$ cat src/rtl/cpve_pkg.sv
// ----------------------------------------------------------------------------
// cpve_pkg
// Shared constants and types for the convex polygon vertex editor.
// ----------------------------------------------------------------------------
package cpve_pkg;

  localparam int unsigned MaxVert = 64;
  localparam int unsigned AddrW   = $clog2(MaxVert);
  localparam int unsigned CntW    = $clog2(MaxVert + 3);

  localparam logic [2:0] MODE_CLEAR  = 3'd0;
  localparam logic [2:0] MODE_APPEND = 3'd1;
  localparam logic [2:0] MODE_TEST   = 3'd2;
  localparam logic [2:0] MODE_INSERT = 3'd3;
  localparam logic [2:0] MODE_MOVE   = 3'd4;
  localparam logic [2:0] MODE_REMOVE = 3'd5;

  typedef struct packed {
    logic signed [15:0] x;
    logic signed [15:0] y;
  } vtx_t;

  // three consecutive candidate vertices: v0 -> v1 -> v2
  typedef struct packed {
    vtx_t v0;
    vtx_t v1;
    vtx_t v2;
  } win_t;

endpackage

$ cat src/rtl/cpve_cross.sv
// ----------------------------------------------------------------------------
// cpve_cross
// Shared multiplier for the edge cross product: the first product is held and compared with the second.
// ----------------------------------------------------------------------------
module cpve_cross (
  input  logic           clk_i,
  input  cpve_pkg::win_t win_i,
  input  logic           sel_i,   // 0: e0x*e1y, 1: e0y*e1x
  input  logic           ld_i,    // hold first product
  output logic           gt_o     // cross product > 0
);
  import cpve_pkg::*;

  logic signed [16:0] e0x, e0y, e1x, e1y, op_a, op_b;
  logic signed [33:0] prod, p1_q;

  assign e0x  = 17'(win_i.v1.x) - 17'(win_i.v0.x);
  assign e0y  = 17'(win_i.v1.y) - 17'(win_i.v0.y);
  assign e1x  = 17'(win_i.v2.x) - 17'(win_i.v1.x);
  assign e1y  = 17'(win_i.v2.y) - 17'(win_i.v1.y);
  assign op_a = sel_i ? e0y : e0x;
  assign op_b = sel_i ? e1x : e1y;
  // 17x17 signed product, full 34-bit result
  assign prod = op_a * op_b;
  assign gt_o = p1_q > prod;

  always_ff @(posedge clk_i) begin
    if (ld_i) begin
      p1_q <= prod;
    end
  end

endmodule

$ cat src/rtl/convex_polygon_vertex_editor.sv
// ----------------------------------------------------------------------------
// convex_polygon_vertex_editor
// Polygon store with clear/append/insert/move/remove and a convexity walk.
// ----------------------------------------------------------------------------
// Clear and append: result registered on accept. Test and move: a walk over n
// vertices reads and loads the first two, then per edge pair reads, loads and forms
// both cross-product terms. Insert: up to count walks of count+1 vertices, then a
// read and a write per shifted entry and a final write. Remove: a read and a write
// per shifted entry, then a count update. Not ready until the result word is taken.
// Memory and multiplier set the cost. Reset clears the count, not the vertex memory.
module convex_polygon_vertex_editor (
  input  logic                 clk_i,
  input  logic                 rst_ni,
  input  logic                 in_valid_i,
  output logic                 in_ready_o,
  input  logic [2:0]           mode_i,
  input  logic signed [15:0]   point_x_i,
  input  logic signed [15:0]   point_y_i,
  input  logic [5:0]           vertex_index_i,
  output logic                 out_valid_o,
  input  logic                 out_ready_i,
  output logic                 ok_o,
  output logic [6:0]           position_o,
  output logic [6:0]           vertex_count_o
);
  import cpve_pkg::*;

  typedef enum logic [6:0] {
    S_IDLE = 7'b0000001,
    S_RD   = 7'b0000010,
    S_LD   = 7'b0000100,
    S_M1   = 7'b0001000,
    S_M2   = 7'b0010000,
    S_SRD  = 7'b0100000,
    S_SWR  = 7'b1000000
  } state_e;

  state_e          state_q, state_d;
  logic [2:0]      mode_q, mode_d;
  vtx_t            pt_q, pt_d;
  logic [CntW-1:0] idx_q, idx_d, cnt_q, cnt_d, n_q, n_d, k_q, k_d;
  logic [CntW-1:0] j_q, j_d, i_q, i_d, ci;
  logic            ptsel_q, ptsel_d, cls_q, cls_d;
  logic            ok_q, ok_d, ov_q, ov_d;
  logic [6:0]      pos_q, pos_d;
  win_t            win_q, win_d;

  vtx_t            mem [MaxVert];
  vtx_t            rdata_q, wdata, cand;
  logic            re, we, gt, xsel, xld;
  logic [AddrW-1:0] raddr, waddr;

  cpve_cross u_cross (
    .clk_i (clk_i),
    .win_i (win_q),
    .sel_i (xsel),
    .ld_i  (xld),
    .gt_o  (gt)
  );

  always_ff @(posedge clk_i) begin
    if (we) begin
      mem[waddr] <= wdata;
    end
    if (re) begin
      rdata_q <= mem[raddr];
    end
  end

  assign ci   = (k_q >= n_q) ? k_q - n_q : k_q;
  assign cand = ptsel_q ? pt_q : rdata_q;

  always_comb begin
    state_d = state_q;  mode_d = mode_q;  pt_d = pt_q;   idx_d = idx_q;
    cnt_d   = cnt_q;    n_d    = n_q;     k_d  = k_q;    j_d   = j_q;
    i_d     = i_q;      ptsel_d = ptsel_q; cls_d = cls_q;
    ok_d    = ok_q;     pos_d  = pos_q;   ov_d = ov_q;   win_d = win_q;
    re = 1'b0; we = 1'b0; raddr = '0; waddr = '0; wdata = pt_q;
    xsel = 1'b0; xld = 1'b0;
    if (ov_q && out_ready_i) begin
      ov_d = 1'b0;
    end
    case (state_q)
      S_IDLE: begin
        if (in_valid_i && in_ready_o) begin
          mode_d = mode_i;
          pt_d   = '{x: point_x_i, y: point_y_i};
          idx_d  = CntW'(vertex_index_i);
          ok_d   = 1'b0;
          pos_d  = '0;
          k_d    = '0;
          wdata  = '{x: point_x_i, y: point_y_i};
          case (mode_i)
            MODE_CLEAR: begin
              cnt_d = '0; ok_d = 1'b1; ov_d = 1'b1;
            end
            MODE_APPEND: begin
              ov_d = 1'b1;
              if (cnt_q < CntW'(MaxVert)) begin
                we = 1'b1; waddr = cnt_q[AddrW-1:0];
                pos_d = 7'(cnt_q); cnt_d = cnt_q + 1'b1; ok_d = 1'b1;
              end
            end
            MODE_TEST: begin
              n_d = cnt_q;
              if (cnt_q < CntW'(3)) begin
                ok_d = 1'b1; ov_d = 1'b1;
              end else begin
                state_d = S_RD;
              end
            end
            MODE_INSERT: begin
              if (cnt_q >= CntW'(MaxVert)) begin
                ov_d = 1'b1;
              end else if (cnt_q < CntW'(2)) begin
                we = 1'b1; waddr = cnt_q[AddrW-1:0];
                pos_d = 7'(cnt_q); cnt_d = cnt_q + 1'b1; ok_d = 1'b1;
                ov_d = 1'b1;
              end else begin
                n_d = cnt_q + 1'b1; j_d = cnt_q; state_d = S_RD;
              end
            end
            MODE_MOVE: begin
              n_d = cnt_q;
              if (CntW'(vertex_index_i) >= cnt_q) begin
                ov_d = 1'b1;
              end else if (cnt_q < CntW'(3)) begin
                we = 1'b1; waddr = vertex_index_i; ok_d = 1'b1; ov_d = 1'b1;
              end else begin
                state_d = S_RD;
              end
            end
            MODE_REMOVE: begin
              if (CntW'(vertex_index_i) >= cnt_q) begin
                ov_d = 1'b1;
              end else begin
                i_d = CntW'(vertex_index_i); state_d = S_SRD;
              end
            end
            default: begin
              ov_d = 1'b1;
            end
          endcase
        end
      end
      S_RD: begin
        // map candidate index onto the stored polygon
        ptsel_d = 1'b0;
        raddr   = ci[AddrW-1:0];
        if (mode_q == MODE_INSERT) begin
          if (ci == j_q) begin
            ptsel_d = 1'b1;
          end else if (ci > j_q) begin
            raddr = AddrW'(ci - 1'b1);
          end
        end else if (mode_q == MODE_MOVE && ci == idx_q) begin
          ptsel_d = 1'b1;
        end
        re = 1'b1;
        state_d = S_LD;
      end
      S_LD: begin
        win_d = '{v0: win_q.v1, v1: win_q.v2, v2: cand};
        if (k_q >= CntW'(2)) begin
          state_d = S_M1;
        end else begin
          k_d = k_q + 1'b1; state_d = S_RD;
        end
      end
      S_M1: begin
        xsel = 1'b0; xld = 1'b1; state_d = S_M2;
      end
      S_M2: begin
        xsel = 1'b1;
        if (k_q == CntW'(2)) begin
          cls_d = gt;
        end
        if (k_q != CntW'(2) && gt != cls_q) begin
          // sign class changed: not convex
          case (mode_q)
            MODE_INSERT: begin
              if (j_q == CntW'(1)) begin
                ov_d = 1'b1; state_d = S_IDLE;
              end else begin
                j_d = j_q - 1'b1; k_d = '0; state_d = S_RD;
              end
            end
            default: begin
              ov_d = 1'b1; state_d = S_IDLE;
            end
          endcase
        end else if (k_q == n_q + 1'b1) begin
          case (mode_q)
            MODE_INSERT: begin
              i_d = cnt_q; pos_d = 7'(j_q); state_d = S_SRD;
            end
            MODE_MOVE: begin
              we = 1'b1; waddr = idx_q[AddrW-1:0];
              ok_d = 1'b1; ov_d = 1'b1; state_d = S_IDLE;
            end
            default: begin
              ok_d = 1'b1; ov_d = 1'b1; state_d = S_IDLE;
            end
          endcase
        end else begin
          k_d = k_q + 1'b1; state_d = S_RD;
        end
      end
      S_SRD: begin
        if (mode_q == MODE_INSERT) begin
          if (i_q > j_q) begin
            re = 1'b1; raddr = AddrW'(i_q - 1'b1); state_d = S_SWR;
          end else begin
            we = 1'b1; waddr = j_q[AddrW-1:0];
            cnt_d = cnt_q + 1'b1; ok_d = 1'b1; ov_d = 1'b1; state_d = S_IDLE;
          end
        end else begin
          if (i_q + 1'b1 < cnt_q) begin
            re = 1'b1; raddr = AddrW'(i_q + 1'b1); state_d = S_SWR;
          end else begin
            cnt_d = cnt_q - 1'b1; ok_d = 1'b1; ov_d = 1'b1; state_d = S_IDLE;
          end
        end
      end
      S_SWR: begin
        we = 1'b1; waddr = i_q[AddrW-1:0]; wdata = rdata_q;
        i_d = (mode_q == MODE_INSERT) ? i_q - 1'b1 : i_q + 1'b1;
        state_d = S_SRD;
      end
      default: begin
        state_d = S_IDLE;
      end
    endcase
  end

  always_ff @(posedge clk_i or negedge rst_ni) begin
    if (!rst_ni) begin
      state_q <= S_IDLE;
      cnt_q   <= '0;
      ov_q    <= 1'b0;
    end else begin
      state_q <= state_d;
      cnt_q   <= cnt_d;
      ov_q    <= ov_d;
    end
  end

  always_ff @(posedge clk_i) begin
    mode_q <= mode_d;  pt_q <= pt_d;   idx_q <= idx_d; n_q <= n_d;
    k_q    <= k_d;     j_q  <= j_d;    i_q   <= i_d;   ptsel_q <= ptsel_d;
    cls_q  <= cls_d;   ok_q <= ok_d;   pos_q <= pos_d; win_q <= win_d;
  end

  assign in_ready_o     = (state_q == S_IDLE) && !ov_q;
  assign out_valid_o    = ov_q;
  assign ok_o           = ok_q;
  assign position_o     = pos_q;
  assign vertex_count_o = 7'(cnt_q);

  a_cnt_range: assert property (@(posedge clk_i) disable iff (!rst_ni)
    cnt_q <= CntW'(MaxVert)) else $error("vertex count above capacity");
  a_ready_idle: assert property (@(posedge clk_i) disable iff (!rst_ni)
    in_ready_o |-> (state_q == S_IDLE)) else $error("ready while busy");
  a_ld_after_rd: assert property (@(posedge clk_i) disable iff (!rst_ni)
    (state_q == S_LD) |-> $past(state_q == S_RD)) else $error("load without read");
  a_wr_after_rd: assert property (@(posedge clk_i) disable iff (!rst_ni)
    (state_q == S_SWR) |-> $past(state_q == S_SRD)) else $error("shift write w/o read");

endmodule
$ cat config.mk
export PLATFORM = sky130hd
export DESIGN_NAME = convex_polygon_vertex_editor
export DESIGN_NICKNAME = d
export VERILOG_FILES = /design/src/rtl/cpve_pkg.sv /design/src/rtl/cpve_cross.sv /design/src/rtl/convex_polygon_vertex_editor.sv
export SDC_FILE = /design/constraint.sdc
export NUM_CORES = 2
export LEC_CHECK = 0
export ABC_AREA = 1
export BUFFER_PORTS_ARGS = -buffer_cell sky130_fd_sc_hd__buf_2
export CAP_MARGIN = 20
export CORE_ASPECT_RATIO = 0.7
export CORE_MARGIN = 2
export CORE_UTILIZATION = 45
export DETAILED_ROUTE_END_ITERATION = 6
export PLACE_DENSITY = 0.63
export SYNTH_ARGS = -nofsm -noshare
export SYNTH_HDL_FRONTEND = slang
export SYNTH_SLANG_ARGS = --single-unit
$ cat constraint.sdc
create_clock -name clk_i -period 22 [get_ports clk_i]
set_clock_uncertainty 0.15 [all_clocks]
set_input_delay 3.3 -clock clk_i [delete_from_list [all_inputs] [get_ports clk_i]]
set_output_delay 3.3 -clock clk_i [all_outputs]
set_load 0.01 [all_outputs]
* Word-level counts from Yosys, hierarchy flattened
Memories as Yosys holds them, arrays and structs flattened. A register that Yosys moved wholly into a read port is not among the register bits. Index checks and enable logic that the tools add are counted.
Operators by class: add/subtract/negate cells 13, $mul 1, $lt $le $gt $ge 11, equal/unequal tests 49, muxes and demuxes 137, reduce and logical (&&, ||, !) cells 24
Operators by type and width (count):
- 7-bit two-way mux | 49
- 6-bit two-way mux | 18
- 7-bit one-hot mux with 2 select lines | 5
- 16-bit by 16-bit subtractor with 17-bit output | 4
- 32-bit two-way mux | 2
- 32-bit one-hot mux with 2 select lines | 1
- 7-bit one-hot mux with 3 select lines | 3
- 7-bit one-hot mux with 7 select lines | 1
- 1-bit two-way mux | 43
- 34-bit greater-than comparator | 1
- 17-bit by 17-bit multiplier with 34-bit output | 1
- 17-bit two-way mux | 2
- 3-bit != test, second input constant | 11
- 7-bit by 1-bit adder with 7-bit output, second input constant | 4
- 7-bit one-hot mux with 4 select lines | 1
- 2-bit != test, second input constant | 13
- 6-bit one-hot mux with 4 select lines | 1
- 7-bit by 1-bit subtractor with 7-bit output, second input constant | 3
- 6-bit one-hot mux with 3 select lines | 1
- 8-bit AND reduction | 2
- 7-bit by 1-bit equality test with 1-bit output, second input constant | 2
- 7-bit by 2-bit equality test with 1-bit output, second input constant | 2
- 7-bit equality test | 2
- 7-bit greater-than comparator | 2
- 40 further kinds | 61
Word-level totals: register bits after elaboration 224, memory bits (writable) 2048, input port bits 45, output and inout port bits 17, logic and storage cells 258, memories kept 1
Memory list:
- mem | depth 64, width 32, read ports 1, clocked after memory_dff 1, write ports 1, line convex_polygon_vertex_editor.sv:48 | vtx_t mem [MaxVert];

* Longest topological paths before layout
depth after elaboration 11, mapped depth 71, gate-level depth less buffers 70

* Modules after synthesis
A second synthesis with hierarchy kept.
Unflattened totals: cells, all modules 11124, area total of the unflattened synthesis 116311.6 µm²
Modules (own cells, without submodules):
- convex_polygon_vertex_editor | instances 1, cells an instance 9021, area each 99914.6 µm², sequential area each 68091.6 µm²
- cpve_cross | instances 1, cells an instance 2103, area each 16397.0 µm², sequential area each 1021.0 µm²

* Worst setup path after synthesis
OpenSTA, ideal clock, no wires.
path type register -> register, start reg state_q[5], end reg i_q[0], enable pin, setup time 375 ps, data arrival time 11983 ps, required time 21475 ps, path slack 9492 ps, stages on the path, launching flop included 10, buffers on the path 0, clock period less this slack 12508 ps, cells stage by stage dfrtp_1 > nor3_2 > inv_2 > nor4_1 > inv_1 > nand3_1 > nor3_1 > nor2_1 > inv_1 > a31oi_1
On the way: word-level cells in the longest chain between the ends 9, elaborated cells on any way between the ends 20, those cells by class 1 x mul; 1 x order compare; 10 x eq/ne; 3 x mux; 5 x reduce/logical
RTL lines:
- start: declaration | line convex_polygon_vertex_editor.sv:38 | state_e state_q, state_d;
- start signal: assignment | line convex_polygon_vertex_editor.sv:242 | state_q <= state_d;
- 7-bit by 5-bit equality test with 1-bit output | line convex_polygon_vertex_editor.sv:83 | case (state_q)
- 1-bit two-way mux | line convex_polygon_vertex_editor.sv:83
- 17-bit two-way mux (on tied branches) | line cpve_cross.sv:21, cpve_cross.sv:22
- 17-bit by 17-bit multiplier with 34-bit output | line cpve_cross.sv:24 | assign prod = op_a * op_b;
- 34-bit greater-than comparator | line cpve_cross.sv:25 | assign gt_o = p1_q > prod;
- 1-bit != test | line convex_polygon_vertex_editor.sv:178 | if (k_q != CntW'(2) && gt != cls_q) begin
- 1-bit logical AND | line convex_polygon_vertex_editor.sv:178
- 2-bit != test (no source line)
- 7-bit AND reduction (no source line) (*)
- end signal: assignment | line convex_polygon_vertex_editor.sv:250 | k_q <= k_d; j_q <= j_d; i_q <= i_d; ptsel_q <= ptsel_d;
- end: declaration | line convex_polygon_vertex_editor.sv:42 | logic [CntW-1:0] j_q, j_d, i_q, i_d, ci;
Mark *: on every way between the ends. The rest lies on a longest branch, timed or not. A chain may end at the register's enable or synchronous reset.

* Worst setup path after layout
start reg win_q[48] (netlist name), end mem mem[48][6] (netlist name), enable pin
On the way: word-level cells in the longest chain between the ends 10, elaborated cells on any way between the ends 14, those cells by class 2 x add/sub; 1 x mul; 1 x order compare; 1 x eq/ne; 8 x mux; 1 x reduce/logical
RTL lines:
- start: declaration | line convex_polygon_vertex_editor.sv:46 | win_t win_q, win_d;
- start signal: assignment | line convex_polygon_vertex_editor.sv:251 | cls_q <= cls_d; ok_q <= ok_d; pos_q <= pos_d; win_q <= win_d;
- 16-bit by 16-bit subtractor with 17-bit output (on tied branches) | line cpve_cross.sv:17, cpve_cross.sv:19
- 17-bit two-way mux (on tied branches) | line cpve_cross.sv:21, cpve_cross.sv:22
- 17-bit by 17-bit multiplier with 34-bit output (*) | line cpve_cross.sv:24
- net u_cross.prod[24] | line cpve_cross.sv:15 | logic signed [33:0] prod, p1_q;
- 34-bit greater-than comparator (*) | line cpve_cross.sv:25
- 1-bit != test (*) | line convex_polygon_vertex_editor.sv:178
- 1-bit logical AND (*) | line convex_polygon_vertex_editor.sv:178
- 1-bit two-way mux | line convex_polygon_vertex_editor.sv:178
- 1-bit one-hot mux with 4 select lines | line convex_polygon_vertex_editor.sv:83
- 1-bit two-way mux | line convex_polygon_vertex_editor.sv:62 | if (we) begin
- 1-bit two-way mux (implied by the code) | line convex_polygon_vertex_editor.sv:63 | mem[waddr] <= wdata;
- end: declaration | line convex_polygon_vertex_editor.sv:48
Mark *: on every way through the listed nets, which the timed path passes. The rest lies on a longest branch.

==> metrics.yaml <==
worst_setup_path:
  end_kind: "flop"
  ff2ff_setup_slack_ns: 8.74
  critPathMaxStageDelay_ns: 1.07
  r2r_cells: 53
  crit_fanout: 32
  cp.required_ns: 22.25
  critPathArrivalTime_ns: 13.50
  crit_type: "reg2reg"
  crit_path_start_kind: "flop"
  crit_path_frequent_cell: "nand2_1"
  cp_slowest_cell: "nor2_4"
power:
  clkPwrFrac: 0.172
  pwr-share-comb: 0.522
  leakagePower_nw: 46.7
  p_sw_frac: 0.448
  power.switching_w: 0.00946
  p_int_w: 0.0116
  pwr-share-seq: 0.306
  power_density_mw_per_mm2: 174
  vdd_ir_drop_max_mv: 0.761
grt:
  grt_max_degree: 224
  antenna_found_initial: 27
  grt.overflow.total: 0
  grt_pass1_vias: 69000
  grt_usage: 0.258
  grt_pass1_wl_mm: 474
synthesis:
  yosys.area.top_type: "edfxtp_1"
  synthSimpleGateAreaFrac: 0.129
  synthCells: 9961
  synth_compound_area_frac: 0.0860
  yosys-top-cells-area: "edfxtp_1, nand2_1, fa_1"
  yosys_register_bits: 2304
  synth-edff-count: 2289
  synthMuxAreaShare: 0
  synth_commonest_cells: "edfxtp_1, nand2_1, inv_1"
  yosysUniqueCellTypes: 59
  async_flop_share: 0.00651
  synth_top_cell_area_share: 0.620
  ys.flop_type: "edfxtp_1"
  synth.avg_cell_area_sq_um: 11.1
  synthAdderAreaFrac: 0.0798
  synth-xor-area-share: 0.00790
  syn_nets: 10500
  yosysSeqAreaShare: 0.623
  synth_top_family_by_area: "simple AND/OR/NAND/NOR gates"
  syn_area_sq_mm: 0.111
  post-synth-top-count-cell: "edfxtp_1"
  ys.warnings.count: 0
hold_path:
  hold_class: "reg2reg"
  min_delay_path_depth: 0
sta:
  setup-tns-final_ns: 0
  max_freq_mhz: 75.4
  fin_crit_sh: 0.603
  hold_viol_final: 0
  maxSlewHeadroom: 0.145
  tightest_slew_ns: 1.28
  min_period_ns: 13.26
  rsz0062_at_grt: "false"
  drv_slew: 0
  finalSetupViolations: 0
clock_tree:
  cts_buffer_depth: 4
  clk_latency_ns: 0.91
  cts_tree: "yes"
  cts_root_buf: "clkbuf_16"
  htreeDepth: 4
  postCtsSetupBuffers: 0
  cts_made_buffers: 220
  cts_hold_buf: 0
  ctsResizeCount: 0
  cts.sinks: 2304
  clk_pin_slew_ns: 0.06
detailed_routing:
  drtAntennaViolNets: 0
  drcViolationCount: 3
  wl_per_cell_um: 24.7
  detail_route.first_pass.iterations: 7
  drt-total-wl_mm: 328
  drtIter0Drc: 10300
  vias: 74600
  post_drt_via_cell_ratio: 5.62
floorplanning:
  die_h_um: 419
  core_area_sq_mm: 0.245
  die_x_um: 597
  initial_utilization: 0.452
  rows: 152
  die_area_sq_mm: 0.250
  io_pins: 62
cells_and_area:
  num-fill-cells: 21400
  post-route-util: 0.496
  post_route_cells_drive_above_1_share: 0.0640
  fin_nets: 10400
  areaGrowthSynthToFinish_pct: 9.67
status:
  status: "complete, but fails checks"
  violations: "design-rule violations"
placed_design:
  port_buffers: 61
  gp_congestion: 0.962
  hpwl_mm: 205
run:
  drv_cap: 0
-- cell families (layout without fill, tap and decap cells) --
kind of cell,Yosys count,in the layout
buf+inv,2050,2113
simple gates,3349,3349
fa+ha+maj,526,526
flops,2304,2304
xor+xnor,100,100
other cells,0,9
compound gates,1632,1632
-- per-layer routing --
| metal | vias to the layer above | routed length (um) | global-route usage |
|---|---|---|---|
| li1 | 34000 | - | - |
| met1 | 36500 | 142000 | 0.383 |
| met2 | 3513 | 137000 | 0.368 |
| met3 | 491 | 37400 | 0.0674 |
| met4 | 10 | 11300 | 0.0809 |
| met5 | - | 66 | 0 |
-- power by group through the flow --
| stage | clock, W | combinational, W | sequential [W] |
|---|---|---|---|
| 2_1_floorplan | 0 | 0.00692 | 0.00663 |
| 3_3_place_gp | 0 | 0.0107 | 0.00654 |
| 3_5_place_dp | 0 | 0.0109 | 0.00654 |
| 4_1_cts | 0.00367 | 0.0109 | 0.00645 |
| 5_1_grt | 0.00383 | 0.0122 | 0.00646 |
| 6_report | 0.00363 | 0.0110 | 0.00645 |
-- layout make-up --
cell class | count | area, sq um | area share
clock inverters | 116 | 910 | 0.00748
clock buffers | 271 | 5720 | 0.0470
repair buffers | 189 | 1490 | 0.0123
multi-input cells | 5607 | 34500 | 0.284
diodes | 9 | 22.5 | 0.000185
flip-flops and latches | 2304 | 69100 | 0.568
inverters | 1537 | 5800 | 0.0477
well taps | 3234 | 4050 | 0.0333
-- path summary, 6_finish.rpt --
| kind | startpoint | to |
|---|---|---|
| max reg2reg | win_q[48] | mem[48][6] |
| min in group asynchronous | rst_ni | vertex_count_o[1] |
| min reg2reg | win_q[20] | win_q[52] |
| min | win_q[20] | win_q[52] |
| max | win_q[48] | mem[48][6] |
| max in group asynchronous | rst_ni | state_q[0] |
-- stage by stage --
step	power, W	hold WS (ns)	instance area, sq um	setup WS [ns]	instances
floorplan	0.0136	0.276	111000	9.49	9961
global placement	0.0172	0.286	115000	9.04	12900
detailed placement	0.0174	0.296	115000	8.99	12900
CTS	0.0210	0.312	121000	8.99	13200
global route	0.0225	0.326	122000	8.09	13300
finish	0.0211	0.312	122000	8.74	13300
-- cell usage in the layout, fill, tap and decap left out, types with 36 or more instances in the layout --
cell type,count
a21oi_1,522
buf_2,61
buf_4,111
clkbuf_1,50
clkbuf_16,221
clkinv_1,65
clkinv_2,36
edfxtp_1,2289
fa_1,302
ha_1,224
inv_1,1501
nand2_1,1654
nand3_1,1149
nor2_1,360
nor2_4,65
o211ai_1,407
o21ai_0,554
xor2_1,68
-- sequential cells by signal, summed over array words and instances (netlist names), 32 cells and up --
name,cells
mem,2048
pt_q,32
rdata_q,32
u_cross.p1_q,34
win_q,96
-- critical path, delay by kind of cell (launching register included) --
kind            cells  cell delay (ns)
buf+inv             9             1.01
xor+xnor            2             0.36
fa+ha+maj          10             4.00
simple gates       25             3.93
compound gates      7             2.92
flops               1             0.42
Note: power is estimated with default switching activity, not from simulation.
